$ cat config.mk
export PLATFORM = sky130hd
export DESIGN_NAME = comment_stripper_core
export DESIGN_NICKNAME = d
export VERILOG_FILES = /design/src/hw/rtl/cs_pkg.sv /design/src/hw/rtl/cs_step.sv /design/src/hw/rtl/cs_result_fifo.sv /design/src/hw/rtl/comment_stripper_core.sv
export SDC_FILE = /design/constraint.sdc
export NUM_CORES = 1
export LEC_CHECK = 0
export ABC_CLOCK_PERIOD_IN_PS = 8000
export BUFFER_PORTS_ARGS = -buffer_cell sky130_fd_sc_hd__buf_2
export CORE_ASPECT_RATIO = 1.5
export CORE_UTILIZATION = 40
export CTS_BUF_LIST = sky130_fd_sc_hd__clkbuf_16
export DETAILED_ROUTE_END_ITERATION = 8
export PLACE_DENSITY_LB_ADDON = 0.2
export SETUP_SLACK_MARGIN = 0.3
export SYNTH_ARGS = -nofsm -noshare
export SYNTH_HDL_FRONTEND = slang
export SYNTH_SLANG_ARGS = --single-unit
$ cat constraint.sdc
create_clock -name clk_i -period 8 [get_ports clk_i]
set_clock_uncertainty 0.1 [all_clocks]
set_input_delay 0.4 -clock clk_i [delete_from_list [all_inputs] [get_ports clk_i]]
set_output_delay 0.4 -clock clk_i [all_outputs]
set_load 0.02 [all_outputs]
$ cat src/hw/rtl/cs_pkg.sv
// Shared types and constants for the comment stripper.
// Used by cs_step, cs_result_fifo and comment_stripper_core; no dependencies.
`default_nettype none

package cs_pkg;

  // Character codes that the scanner looks for
  localparam logic [7:0] CharSlash   = 8'h2F;
  localparam logic [7:0] CharStar    = 8'h2A;
  localparam logic [7:0] CharNewline = 8'h0A;
  localparam logic [7:0] CharSpace   = 8'h20;

  // Scanner mode codes (the codes above ModeBlockStar are unused and act as normal text)
  localparam logic [2:0] ModeNormal    = 3'd0;
  localparam logic [2:0] ModeSlash     = 3'd1;
  localparam logic [2:0] ModeLine      = 3'd2;
  localparam logic [2:0] ModeBlock     = 3'd3;
  localparam logic [2:0] ModeBlockStar = 3'd4;

  // Result queue sizing: room for two results from each step
  localparam int unsigned FifoDepth = 4;
  localparam int unsigned FifoPtrW  = $clog2(FifoDepth);
  localparam int unsigned FifoCntW  = $clog2(FifoDepth + 1);

  // One result transaction
  typedef struct packed {
    logic [7:0] out_char;
    logic       char_present;
    logic       last_of_run;
    logic       open_comment_error;
  } result_t;

  // Everything one input character produces
  typedef struct packed {
    logic [1:0] num;
    result_t    res0;
    result_t    res1;
  } step_out_t;

endpackage

`default_nettype wire

$ cat src/hw/rtl/cs_step.sv
// Scanner state and per-character step logic of the comment stripper.
// Depends on cs_pkg.
`default_nettype none

module cs_step (
  input  wire logic              clk_i,
  input  wire logic              rst_ni,
  input  wire logic              step_en_i,
  input  wire logic [7:0]        char_i,
  input  wire logic              eos_i,
  output cs_pkg::step_out_t      step_o
);
  import cs_pkg::*;

  logic [2:0] mode_q, mode_d;
  logic       spanned_q, spanned_d;

  // Step logic: mode update plus up to two kept characters
  always_comb begin
    logic [2:0] mode_n;
    logic       span_n;
    logic [1:0] n;
    logic [7:0] e0;
    logic [7:0] e1;
    logic       err;

    mode_n = mode_q;
    span_n = spanned_q;
    n      = 2'd0;
    e0     = 8'h00;
    e1     = 8'h00;
    err    = 1'b0;

    case (mode_q)
      ModeSlash: begin
        if (char_i == CharSlash) begin
          mode_n = ModeLine;
        end else if (char_i == CharStar) begin
          mode_n = ModeBlock;
          span_n = 1'b0;
        end else begin
          // held slash released, then the character as normal text
          mode_n = ModeNormal;
          n      = 2'd2;
          e0     = CharSlash;
          e1     = char_i;
        end
      end
      ModeLine: begin
        if (char_i == CharNewline) begin
          n      = 2'd1;
          e0     = CharNewline;
          mode_n = ModeNormal;
        end
      end
      ModeBlock: begin
        if (char_i == CharNewline) begin
          n      = 2'd1;
          e0     = CharNewline;
          span_n = 1'b1;
        end else if (char_i == CharStar) begin
          mode_n = ModeBlockStar;
        end
      end
      ModeBlockStar: begin
        if (char_i == CharSlash) begin
          // comment closed on its own line collapses to one space
          if (!spanned_q) begin
            n  = 2'd1;
            e0 = CharSpace;
          end
          mode_n = ModeNormal;
          span_n = 1'b0;
        end else if (char_i == CharNewline) begin
          n      = 2'd1;
          e0     = CharNewline;
          span_n = 1'b1;
          mode_n = ModeBlock;
        end else if (char_i != CharStar) begin
          mode_n = ModeBlock;
        end
      end
      default: begin
        if (char_i == CharSlash) begin
          mode_n = ModeSlash;
        end else begin
          mode_n = ModeNormal;
          n      = 2'd1;
          e0     = char_i;
        end
      end
    endcase

    // End of source: flush held slash, flag open block comment, back to reset
    if (eos_i) begin
      if (mode_n == ModeSlash) begin
        n  = 2'd1;
        e0 = CharSlash;
      end
      err    = (mode_n == ModeBlock) || (mode_n == ModeBlockStar);
      mode_n = ModeNormal;
      span_n = 1'b0;
    end

    mode_d    = mode_n;
    spanned_d = span_n;

    // Pack results
    step_o.res0.out_char           = e0;
    step_o.res0.char_present       = (n != 2'd0);
    step_o.res0.last_of_run        = (n != 2'd2);
    step_o.res0.open_comment_error = err && (n != 2'd2);
    step_o.res1.out_char           = e1;
    step_o.res1.char_present       = 1'b1;
    step_o.res1.last_of_run        = 1'b1;
    step_o.res1.open_comment_error = err;
    if (n == 2'd0) begin
      step_o.num = err ? 2'd1 : 2'd0;
    end else begin
      step_o.num = n;
    end
  end

  // State registers
  always_ff @(posedge clk_i or negedge rst_ni) begin
    if (!rst_ni) begin
      mode_q    <= ModeNormal;
      spanned_q <= 1'b0;
    end else if (step_en_i) begin
      mode_q    <= mode_d;
      spanned_q <= spanned_d;
    end
  end

  // Checks
  a_two_only_from_slash: assert property (@(posedge clk_i) disable iff (!rst_ni)
    step_en_i && (step_o.num == 2'd2) |-> (mode_q == ModeSlash))
    else $error("two results without a held slash");

  a_eos_returns_normal: assert property (@(posedge clk_i) disable iff (!rst_ni)
    step_en_i && eos_i |=> (mode_q == ModeNormal) && !spanned_q)
    else $error("state not reset after end of source");

  a_spanned_only_in_block: assert property (@(posedge clk_i) disable iff (!rst_ni)
    spanned_q |-> (mode_q == ModeBlock) || (mode_q == ModeBlockStar))
    else $error("spanned flag set outside block comment");

endmodule

`default_nettype wire

$ cat src/hw/rtl/cs_result_fifo.sv
// Small result queue: takes up to two results per cycle, hands out one.
// Depends on cs_pkg.
`default_nettype none

module cs_result_fifo (
  input  wire logic                          clk_i,
  input  wire logic                          rst_ni,
  input  wire logic [1:0]                    push_num_i,
  input  wire cs_pkg::result_t               push_res0_i,
  input  wire cs_pkg::result_t               push_res1_i,
  input  wire logic                          pop_i,
  output cs_pkg::result_t                    head_o,
  output logic [cs_pkg::FifoCntW-1:0]        count_o
);
  import cs_pkg::*;

  result_t               mem_q [FifoDepth];
  logic [FifoPtrW-1:0]   wr_ptr_q, wr_ptr_d;
  logic [FifoPtrW-1:0]   rd_ptr_q, rd_ptr_d;
  logic [FifoCntW-1:0]   count_q, count_d;
  logic [FifoPtrW-1:0]   wr_ptr_nxt;

  assign wr_ptr_nxt = wr_ptr_q + FifoPtrW'(1);

  // Pointer and fill count update
  always_comb begin
    wr_ptr_d = wr_ptr_q + FifoPtrW'(push_num_i);
    rd_ptr_d = rd_ptr_q + FifoPtrW'(pop_i);
    count_d  = count_q + FifoCntW'(push_num_i) - FifoCntW'(pop_i);
  end

  always_ff @(posedge clk_i or negedge rst_ni) begin
    if (!rst_ni) begin
      wr_ptr_q <= '0;
      rd_ptr_q <= '0;
      count_q  <= '0;
    end else begin
      wr_ptr_q <= wr_ptr_d;
      rd_ptr_q <= rd_ptr_d;
      count_q  <= count_d;
    end
  end

  // Storage writes
  always_ff @(posedge clk_i) begin
    if (push_num_i != 2'd0) begin
      mem_q[wr_ptr_q] <= push_res0_i;
    end
    if (push_num_i == 2'd2) begin
      mem_q[wr_ptr_nxt] <= push_res1_i;
    end
  end

  assign head_o  = mem_q[rd_ptr_q];
  assign count_o = count_q;

  // Checks
  a_no_overflow: assert property (@(posedge clk_i) disable iff (!rst_ni)
    FifoCntW'(push_num_i) + count_q <= FifoCntW'(FifoDepth) + FifoCntW'(pop_i))
    else $error("result queue overflow");

  a_no_underflow: assert property (@(posedge clk_i) disable iff (!rst_ni)
    pop_i |-> (count_q != '0))
    else $error("pop from empty result queue");

  a_ptr_count_agree: assert property (@(posedge clk_i) disable iff (!rst_ni)
    (count_q == '0) || (count_q == FifoCntW'(FifoDepth)) |-> (wr_ptr_q == rd_ptr_q))
    else $error("pointers disagree with fill count");

endmodule

`default_nettype wire

$ cat src/hw/rtl/comment_stripper_core.sv
// Comment stripper, top level: input register, scanner step, result queue.
// An input transaction passes the input register and the result queue before its first result transaction.
// Throughput: one character per cycle; a step with two results gives two output transactions.
// The input stage holds while the result queue lacks room for two results.
// Reset (async, active low) returns the scanner to normal text and empties the queue.
// Depends on cs_pkg, cs_step and cs_result_fifo.
`default_nettype none

module comment_stripper_core (
  input  wire logic       clk_i,
  input  wire logic       rst_ni,
  input  wire logic       in_valid_i,
  output logic            in_stall_o,
  input  wire logic [7:0] in_char_i,
  input  wire logic       end_of_source_i,
  output logic            out_valid_o,
  input  wire logic       out_stall_i,
  output logic [7:0]      out_char_o,
  output logic            char_present_o,
  output logic            last_of_run_o,
  output logic            open_comment_error_o
);
  import cs_pkg::*;

  logic                in_valid_q, in_valid_d;
  logic [7:0]          char_q;
  logic                eos_q;
  logic                in_accept;
  logic                advance;
  logic [FifoCntW-1:0] fifo_count;
  step_out_t           step;
  result_t             head;
  logic [1:0]          push_num;
  logic                pop;

  // Input stage moves on when the queue has room for two results
  assign advance    = in_valid_q && (fifo_count <= FifoCntW'(FifoDepth - 2));
  assign in_stall_o = in_valid_q && !advance;
  assign in_accept  = in_valid_i && !in_stall_o;

  always_comb begin
    if (in_accept) begin
      in_valid_d = 1'b1;
    end else if (advance) begin
      in_valid_d = 1'b0;
    end else begin
      in_valid_d = in_valid_q;
    end
  end

  always_ff @(posedge clk_i or negedge rst_ni) begin
    if (!rst_ni) begin
      in_valid_q <= 1'b0;
    end else begin
      in_valid_q <= in_valid_d;
    end
  end

  // Input payload register
  always_ff @(posedge clk_i) begin
    if (in_accept) begin
      char_q <= in_char_i;
      eos_q  <= end_of_source_i;
    end
  end

  cs_step u_step (
    .clk_i     (clk_i),
    .rst_ni    (rst_ni),
    .step_en_i (advance),
    .char_i    (char_q),
    .eos_i     (eos_q),
    .step_o    (step)
  );

  assign push_num = advance ? step.num : 2'd0;
  assign pop      = out_valid_o && !out_stall_i;

  cs_result_fifo u_fifo (
    .clk_i       (clk_i),
    .rst_ni      (rst_ni),
    .push_num_i  (push_num),
    .push_res0_i (step.res0),
    .push_res1_i (step.res1),
    .pop_i       (pop),
    .head_o      (head),
    .count_o     (fifo_count)
  );

  // Output transaction
  assign out_valid_o          = (fifo_count != '0);
  assign out_char_o           = head.out_char;
  assign char_present_o       = head.char_present;
  assign last_of_run_o        = head.last_of_run;
  assign open_comment_error_o = head.open_comment_error;

  // Checks
  a_stall_only_when_full: assert property (@(posedge clk_i) disable iff (!rst_ni)
    in_stall_o |-> fifo_count > FifoCntW'(FifoDepth - 2))
    else $error("input stalled with room in the queue");

  a_held_item_kept: assert property (@(posedge clk_i) disable iff (!rst_ni)
    in_valid_q && !advance |=> in_valid_q && $stable(char_q) && $stable(eos_q))
    else $error("held input item lost");

  a_error_is_last: assert property (@(posedge clk_i) disable iff (!rst_ni)
    out_valid_o && open_comment_error_o |-> last_of_run_o)
    else $error("error flag on a result that is not last");

endmodule

`default_nettype wire
== After elaboration in Yosys (flattened, before gate mapping) ==
Memory sizes are Yosys's and may differ from the RTL's.
Cells that the tools add are included.
W data, S select, Z words.
Storage, ports and cells
  flip-flop bits (word level): 21
  bits in writable memories: 44
  input bits: 13
  output and inout bits: 13
  logic and storage cells: 95
  memories: 1
Operators by class
  $add $sub $neg: 5
  magnitude comparators: 1
  equal/unequal tests: 15
  multiplexer cells: 48
  reduce and logical (&&, ||, !) cells: 17
Memories
  u_fifo.mem_q: depth 4, width 11, rd ports 1, clocked after Yosys merged registers in 0, wr ports 2, RTL line cs_result_fifo.sv:17  | result_t mem_q [FifoDepth];
Operator list (count)
  $mux W8: 8
  $mux W3: 8
  $pmux W8 S3: 1
  $mux W1: 18
  $eq A8 B6 Y1 const B: 2
  $mux W2: 7
  $mux W6: 2
  $pmux W3 S4: 1
  $eq A3 B2 Y1 const B: 3
  $eq A8 B4 Y1 const B: 1
  $ne A8 B6 Y1 const B: 1
  $eq A3 B1 Y1 const B: 2
  $eq A3 B3 Y1 const B: 2
  $pmux W2 S3: 1
  $reduce_bool A2 Y1: 3
  $logic_and A1 B1 Y1: 5
  $mux W4: 1
  $reduce_and A4 Y1: 1
  $reduce_bool A4 Y1: 1
  $add A3 B2 Y3: 1
  $le A3 B2 Y1 const B: 1
  $logic_not A1 Y1: 3
  $ne A3 B2 Y1 const B: 1
  $ne A3 B3 Y1 const B: 1
  11 further kinds: 11

== Longest topological paths before layout ==
  depth after elaboration: 14
  mapped depth: 12
  depth with buffers taken out: 10

== Cells and area by module ==
From an unflattened synthesis, not the netlist that was laid out.
Unflattened totals
  cells, all modules: 277
  area, all modules: 3860.0 µm²
Modules (own cells, without submodules)
  cs_result_fifo: instances 1, cells an instance 142, area each 2627.5 µm², sequential area each 1496.4 µm²
  cs_step: instances 1, cells an instance 115, area each 845.8 µm², sequential area each 100.1 µm²
  comment_stripper_core: instances 1, cells an instance 20, area each 386.6 µm², sequential area each 295.3 µm²

== Least setup slack after synthesis ==
OpenSTA, ideal clock, no wires.
  path kind: reg2reg
  start point: reg char_q[4]
  end point: reg u_fifo.count_q[2] (netlist: u_fifo.count_o[2])
  setup time: 0.123 ns
  data arrival time: 2.683 ns
  required time: 7.777 ns
  slack: 5.095 ns
  stages on the path, launching flop included: 10
  path buffers: 2
  clock period less this slack: 2.905 ns
  cells stage by stage: edfxtp_1 -> or4b_4 -> o31a_1 -> buf_2 -> buf_2 -> nand2_1 -> ha_1 -> fa_1 -> xor2_1 -> xnor2_1
On the way
  word-level cells in the longest chain between the ends: 13
  elaborated cells between the ends (all ways): 33
  those cells by class: add/sub (2); eq/ne (7); mux (22); reduce/logical (2)
Ends and longest elaborated chain
  from (decl): RTL line comment_stripper_core.sv:26  | logic [7:0] char_q;
  from (signal assigned): RTL line comment_stripper_core.sv:62  | char_q <= in_char_i;
  $ne A8 B6 Y1: RTL line cs_step.sv:79  | end else if (char_i != CharStar) begin
  $mux W3: RTL line cs_step.sv:79
  $mux W3: RTL line cs_step.sv:74  | end else if (char_i == CharNewline) begin
  $mux W3: RTL line cs_step.sv:66  | if (char_i == CharSlash) begin
  $pmux W3 S4: RTL line cs_step.sv:34  | case (mode_q)
  $eq A3 B1 Y1 (tied with other cells): RTL line cs_step.sv:96  | if (mode_n == ModeSlash) begin
  $mux W2 or $logic_or A1 B1 Y1 (tied branches): RTL line cs_step.sv:96, cs_step.sv:100
  $mux W2 or $mux W1 (tied branches): RTL line cs_step.sv:95  | if (eos_i) begin
  $logic_not A2 Y1 or $mux W1 (tied branches): RTL line cs_step.sv:117, cs_step.sv:118
  $mux W2 (*): RTL line cs_step.sv:117  | if (n == 2'd0) begin
  $mux W2 (*): RTL line comment_stripper_core.sv:76  | assign push_num = advance ? step.num : 2'd0;
  $add A3 B2 Y3 (*): RTL line cs_result_fifo.sv:29  | count_d = count_q + FifoCntW'(push_num_i) - FifoCntW'(pop_i);
  $sub A3 B1 Y3 (*): RTL line cs_result_fifo.sv:29
  named net u_fifo.count_d[2]: RTL line cs_result_fifo.sv:20  | logic [FifoCntW-1:0] count_q, count_d;
  to (signal assigned): RTL line cs_result_fifo.sv:40  | count_q <= count_d;
  to (decl): RTL line cs_result_fifo.sv:20
The timed path passes the listed nets; every way through them passes the cells marked *.
A chain may end at the register's enable or synchronous reset.

==> reports/metrics.csv <==
stage,metric,value,unit
critical_path,CP Capture Type,flop,
clocking,Worst-path clk slew,0.05,ns
critical_path,worst reg2reg path depth,5,
global_route,GRT Util Overall,18.6,%
clocking,clock sinks,65,
global_route,gr busiest metal,met2,
sta,unrepaired setup endpoints after global routing,no,
critical_path,crit start category,flop,
clocking,Clock H-tree levels,3,
logic_synthesis,synthesized area per cell,12.1,sq um
sta,part of the cycle the worst path needs,44.7,%
placed_design,dpl hpwl,5.64,mm
critical_path,r2r setup slk,4.42,ns
logic_synthesis,leading area contributor after synthesis,edfxtp_1,
critical_path,reg2reg start,u_step.mode_q[2],
sta,WHS,0.147,ns
sta,Setup-failing EPs final,0,
logic_synthesis,Yosys top cell area share,38.9,%
power,P_sw,0.487,mW
global_route,GRT overflow,0,
logic_synthesis,yosys warns,0,
critical_path,critical path arrival,3.42,ns
power,sw frac,34.9,%
route,drt first-iter violations,218,
critical_path,Worst EP required,7.84,ns
die,die area,0.00907,sq mm
power,Power Total,1.40,mW
power,Comb pwr share,33.0,%
power,Lkg Pwr,1.44,nW
clocking,clk_lat worst skew,0.33,ns
finish,share of layout cells above drive strength 1,20.8,%
global_route,vias in the first global route,2315,
route,Post-Route WL,7.57,mm
global_route,met1 usage in global routing,21.0,%
finish,Final Core Density,47.0,%
route,Vias/cell,5.85,
die,chip width,78.1,um
clocking,Num CTS Buffers,9,
power,internal power,0.908,mW
critical_path,CP Class,flop to flop,
power,Peak VDD IR,0.235,mV
critical_path,CP Max Fanout,26,
sta,Least-Margin Pin Slew,0.871,ns
route,1st-pass router iterations,4,
logic_synthesis,synth unique cells,59,
logic_synthesis,synth top area cells,"edfxtp_1, dfrtp_1, mux4_2",
sta,Pins Over Slew Limit,0,
finish,Fillers,794,
die,row cnt,41,
clocking,CTS tree,done,
sta,Final Hold Vio Count,0,
critical_path,Critical R2R Capture,u_fifo.mem_q[2][9],
logic_synthesis,Mapped Area,0.00347,sq mm
min_path,Hold Path End,char_q[6],
logic_synthesis,Synth Register Bits,65,
finish,nets,326,
sta,crit path time final,3.58,ns
route,Routed Antenna Nets,0,
flow_run,MaxCap Viol Count,0,
global_route,global-route wire length before repair,12.5,mm
global_route,met2 usage in global routing,32.9,%
finish,Syn-to-layout area delta,13.7,%
power,Flop pwr share,40.6,%
run_status,status,finished clean,
route,post-route DRC violation count,0,
min_path,Worst Hold Class,input port to flop,
clocking,clock buffer depth,2,
route,drt wl/cell,18.1,um
logic_synthesis,Mapped Nets,307,
logic_synthesis,most common flop cell mapped by yosys,edfxtp_1,
placed_design,pre-CTS setup slack,4.41,ns
global_route,GR Util met3,4.14,%
clocking,post-CTS setup buffers,0,
logic_synthesis,"Seq/Total Area, Yosys",52.1,%
logic_synthesis,Cells after Synth,288,
die,num ports,26,
power,Clk pwr share,26.4,%
global_route,largest net degree at the start of global routing,27,
route,vias,2453,
logic_synthesis,"EDFF count, synth",45,
sta,Peak Freq,279,MHz
power,power per cell area,353,mW/mm^2
sta,final worst slack,4.42,ns
logic_synthesis,Post-synth ARST share,18.5,%
global_route,antenna violations before repair,0,
sta,setup TNS,0,ns
placed_design,PortBufs,25,
die,Initial Util,41.3,%
die,Die H,116,um
die,Core Region,0.00841,sq mm
min_path,Hold Startpoint,in_char_i[6],
min_path,hold depth,1,
sta,relative slew slack,41.7,%
clocking,CTS root buf,clkbuf_16,
finish,antenna cell count,0,
placed_design,Placer Congestion,0.855,
state kept, by name, indices dropped and copies added, names as in the netlist:
signal and count:
u_step.spanned_q 1, u_fifo.wr_ptr_q 2, u_fifo.count_o 3, char_q 8, u_fifo.mem_q 44, in_valid_q 1
eos_q 1, u_fifo.rd_ptr_q 2, u_step.mode_q 3
kinds of logic (layout without fill, tap and decap cells):
| group | count (synthesis) | in the layout | synth area share (%) |
|---|---|---|---|
| buffers and inverters | 30 | 54 | 3.42 |
| AOI/OAI and AO/OA | 82 | 82 | 19.1 |
| DFF | 65 | 65 | 52.1 |
| adders and majority gates | 6 | 6 | 2.38 |
| muxes | 13 | 13 | 7.71 |
| xor gates and xnor gates | 7 | 7 | 1.76 |
| and+or+nand+nor | 85 | 85 | 13.5 |
worst max-delay path by stage:
| stage | cells past startpoint | startpoint | end | slack (ns) |
|---|---|---|---|---|
| floorplan | 9 | char_q[4] | u_fifo.count_o[2] | 5.09 |
| global placement | 5 | u_step.mode_q[2] | u_fifo.mem_q[2][0] | 4.48 |
| detailed placement | 5 | u_step.mode_q[2] | u_fifo.mem_q[2][0] | 4.41 |
| CTS | 5 | u_step.mode_q[2] | u_fifo.mem_q[2][9] | 4.39 |
| global route | 5 | u_step.mode_q[0] | u_fifo.mem_q[0][10] | 4.14 |
| finish | 5 | u_step.mode_q[2] | u_fifo.mem_q[2][9] | 4.42 |
synth_stat cells (7+ instances only):
master / instances
and2_1: 10
nand2_1: 22
dfxtp_1: 8
nor2_1: 12
o211ai_1: 7
mux4_2: 11
o22ai_1: 23
inv_1: 12
dfrtp_1: 12
nand3_1: 7
clkbuf_1: 9
a21oi_1: 13
edfxtp_1: 45
timing repair:
action / CTS / global route
hold endpoints to repair: 12 / 0
resized for setup: 0 / 0
hold buffers: 1 / 0
through the flow:
step / cell area (sq um) / std cells
2_1_floorplan: 3470 / 288
3_3_place_gp: 3660 / 402
3_5_place_dp: 3660 / 402
4_1_cts: 3950 / 419
5_1_grt: 3950 / 419
6_report: 3950 / 419
worst max-delay path, stage by stage (launching register included):
cell,delay (ns)
dfrtp_1,0.86
or3b_1,0.55
a21oi_1,0.26
a221oi_4,0.16
o211ai_1,0.75
nand2_1,0.51
layout by cell type, fill, tap and decap left out, types with 3 or more instances in the layout:
cell type / Yosys / routed
a22o_1: 4 / 4
nand4_1: 5 / 5
and2_1: 10 / 10
xor2_1: 4 / 4
o22ai_1: 23 / 23
nor3_1: 4 / 4
o21ai_0: 6 / 6
nor2_1: 12 / 12
o221ai_1: 3 / 3
and3_1: 4 / 4
nand2b_1: 3 / 3
ha_1: 5 / 5
or3_1: 3 / 3
nor2b_1: 3 / 3
nand3_1: 7 / 7
a21oi_1: 13 / 13
dfxtp_1: 8 / 8
edfxtp_1: 45 / 45
inv_1: 12 / 14
xnor2_1: 3 / 3
mux4_2: 11 / 11
dfrtp_1: 12 / 12
o211ai_1: 7 / 7
clkinv_2: 0 / 3
nand2_1: 22 / 22
clkbuf_16: 0 / 9
buf_2: 5 / 25
final cells by class:
type	count	area (sq um)	share of cell area [%]
flip-flops and latches	65	1810	45.9
multi-input cells	193	1540	39.1
clock buffers	9	225	5.70
repair buffers	26	135	3.42
well taps	107	134	3.39
clock inverters	7	56.3	1.42
inverters	12	45.0	1.14
power by group through the flow:
stage          registers (mW)  logic (mW)  clock network, mW
2_1_floorplan           0.510       0.401                  0
3_3_place_gp            0.573       0.455                  0
3_5_place_dp            0.576       0.464                  0
4_1_cts                 0.569       0.467              0.374
5_1_grt                 0.584       0.505              0.389
6_report                0.566       0.461              0.368
layer usage:
layer	wire, um	vias up
met5	0	-
met4	201	0
met3	256	17
met2	4100	64
met1	3010	1198
li1	-	1174
(Power assumes the default switching activity.)
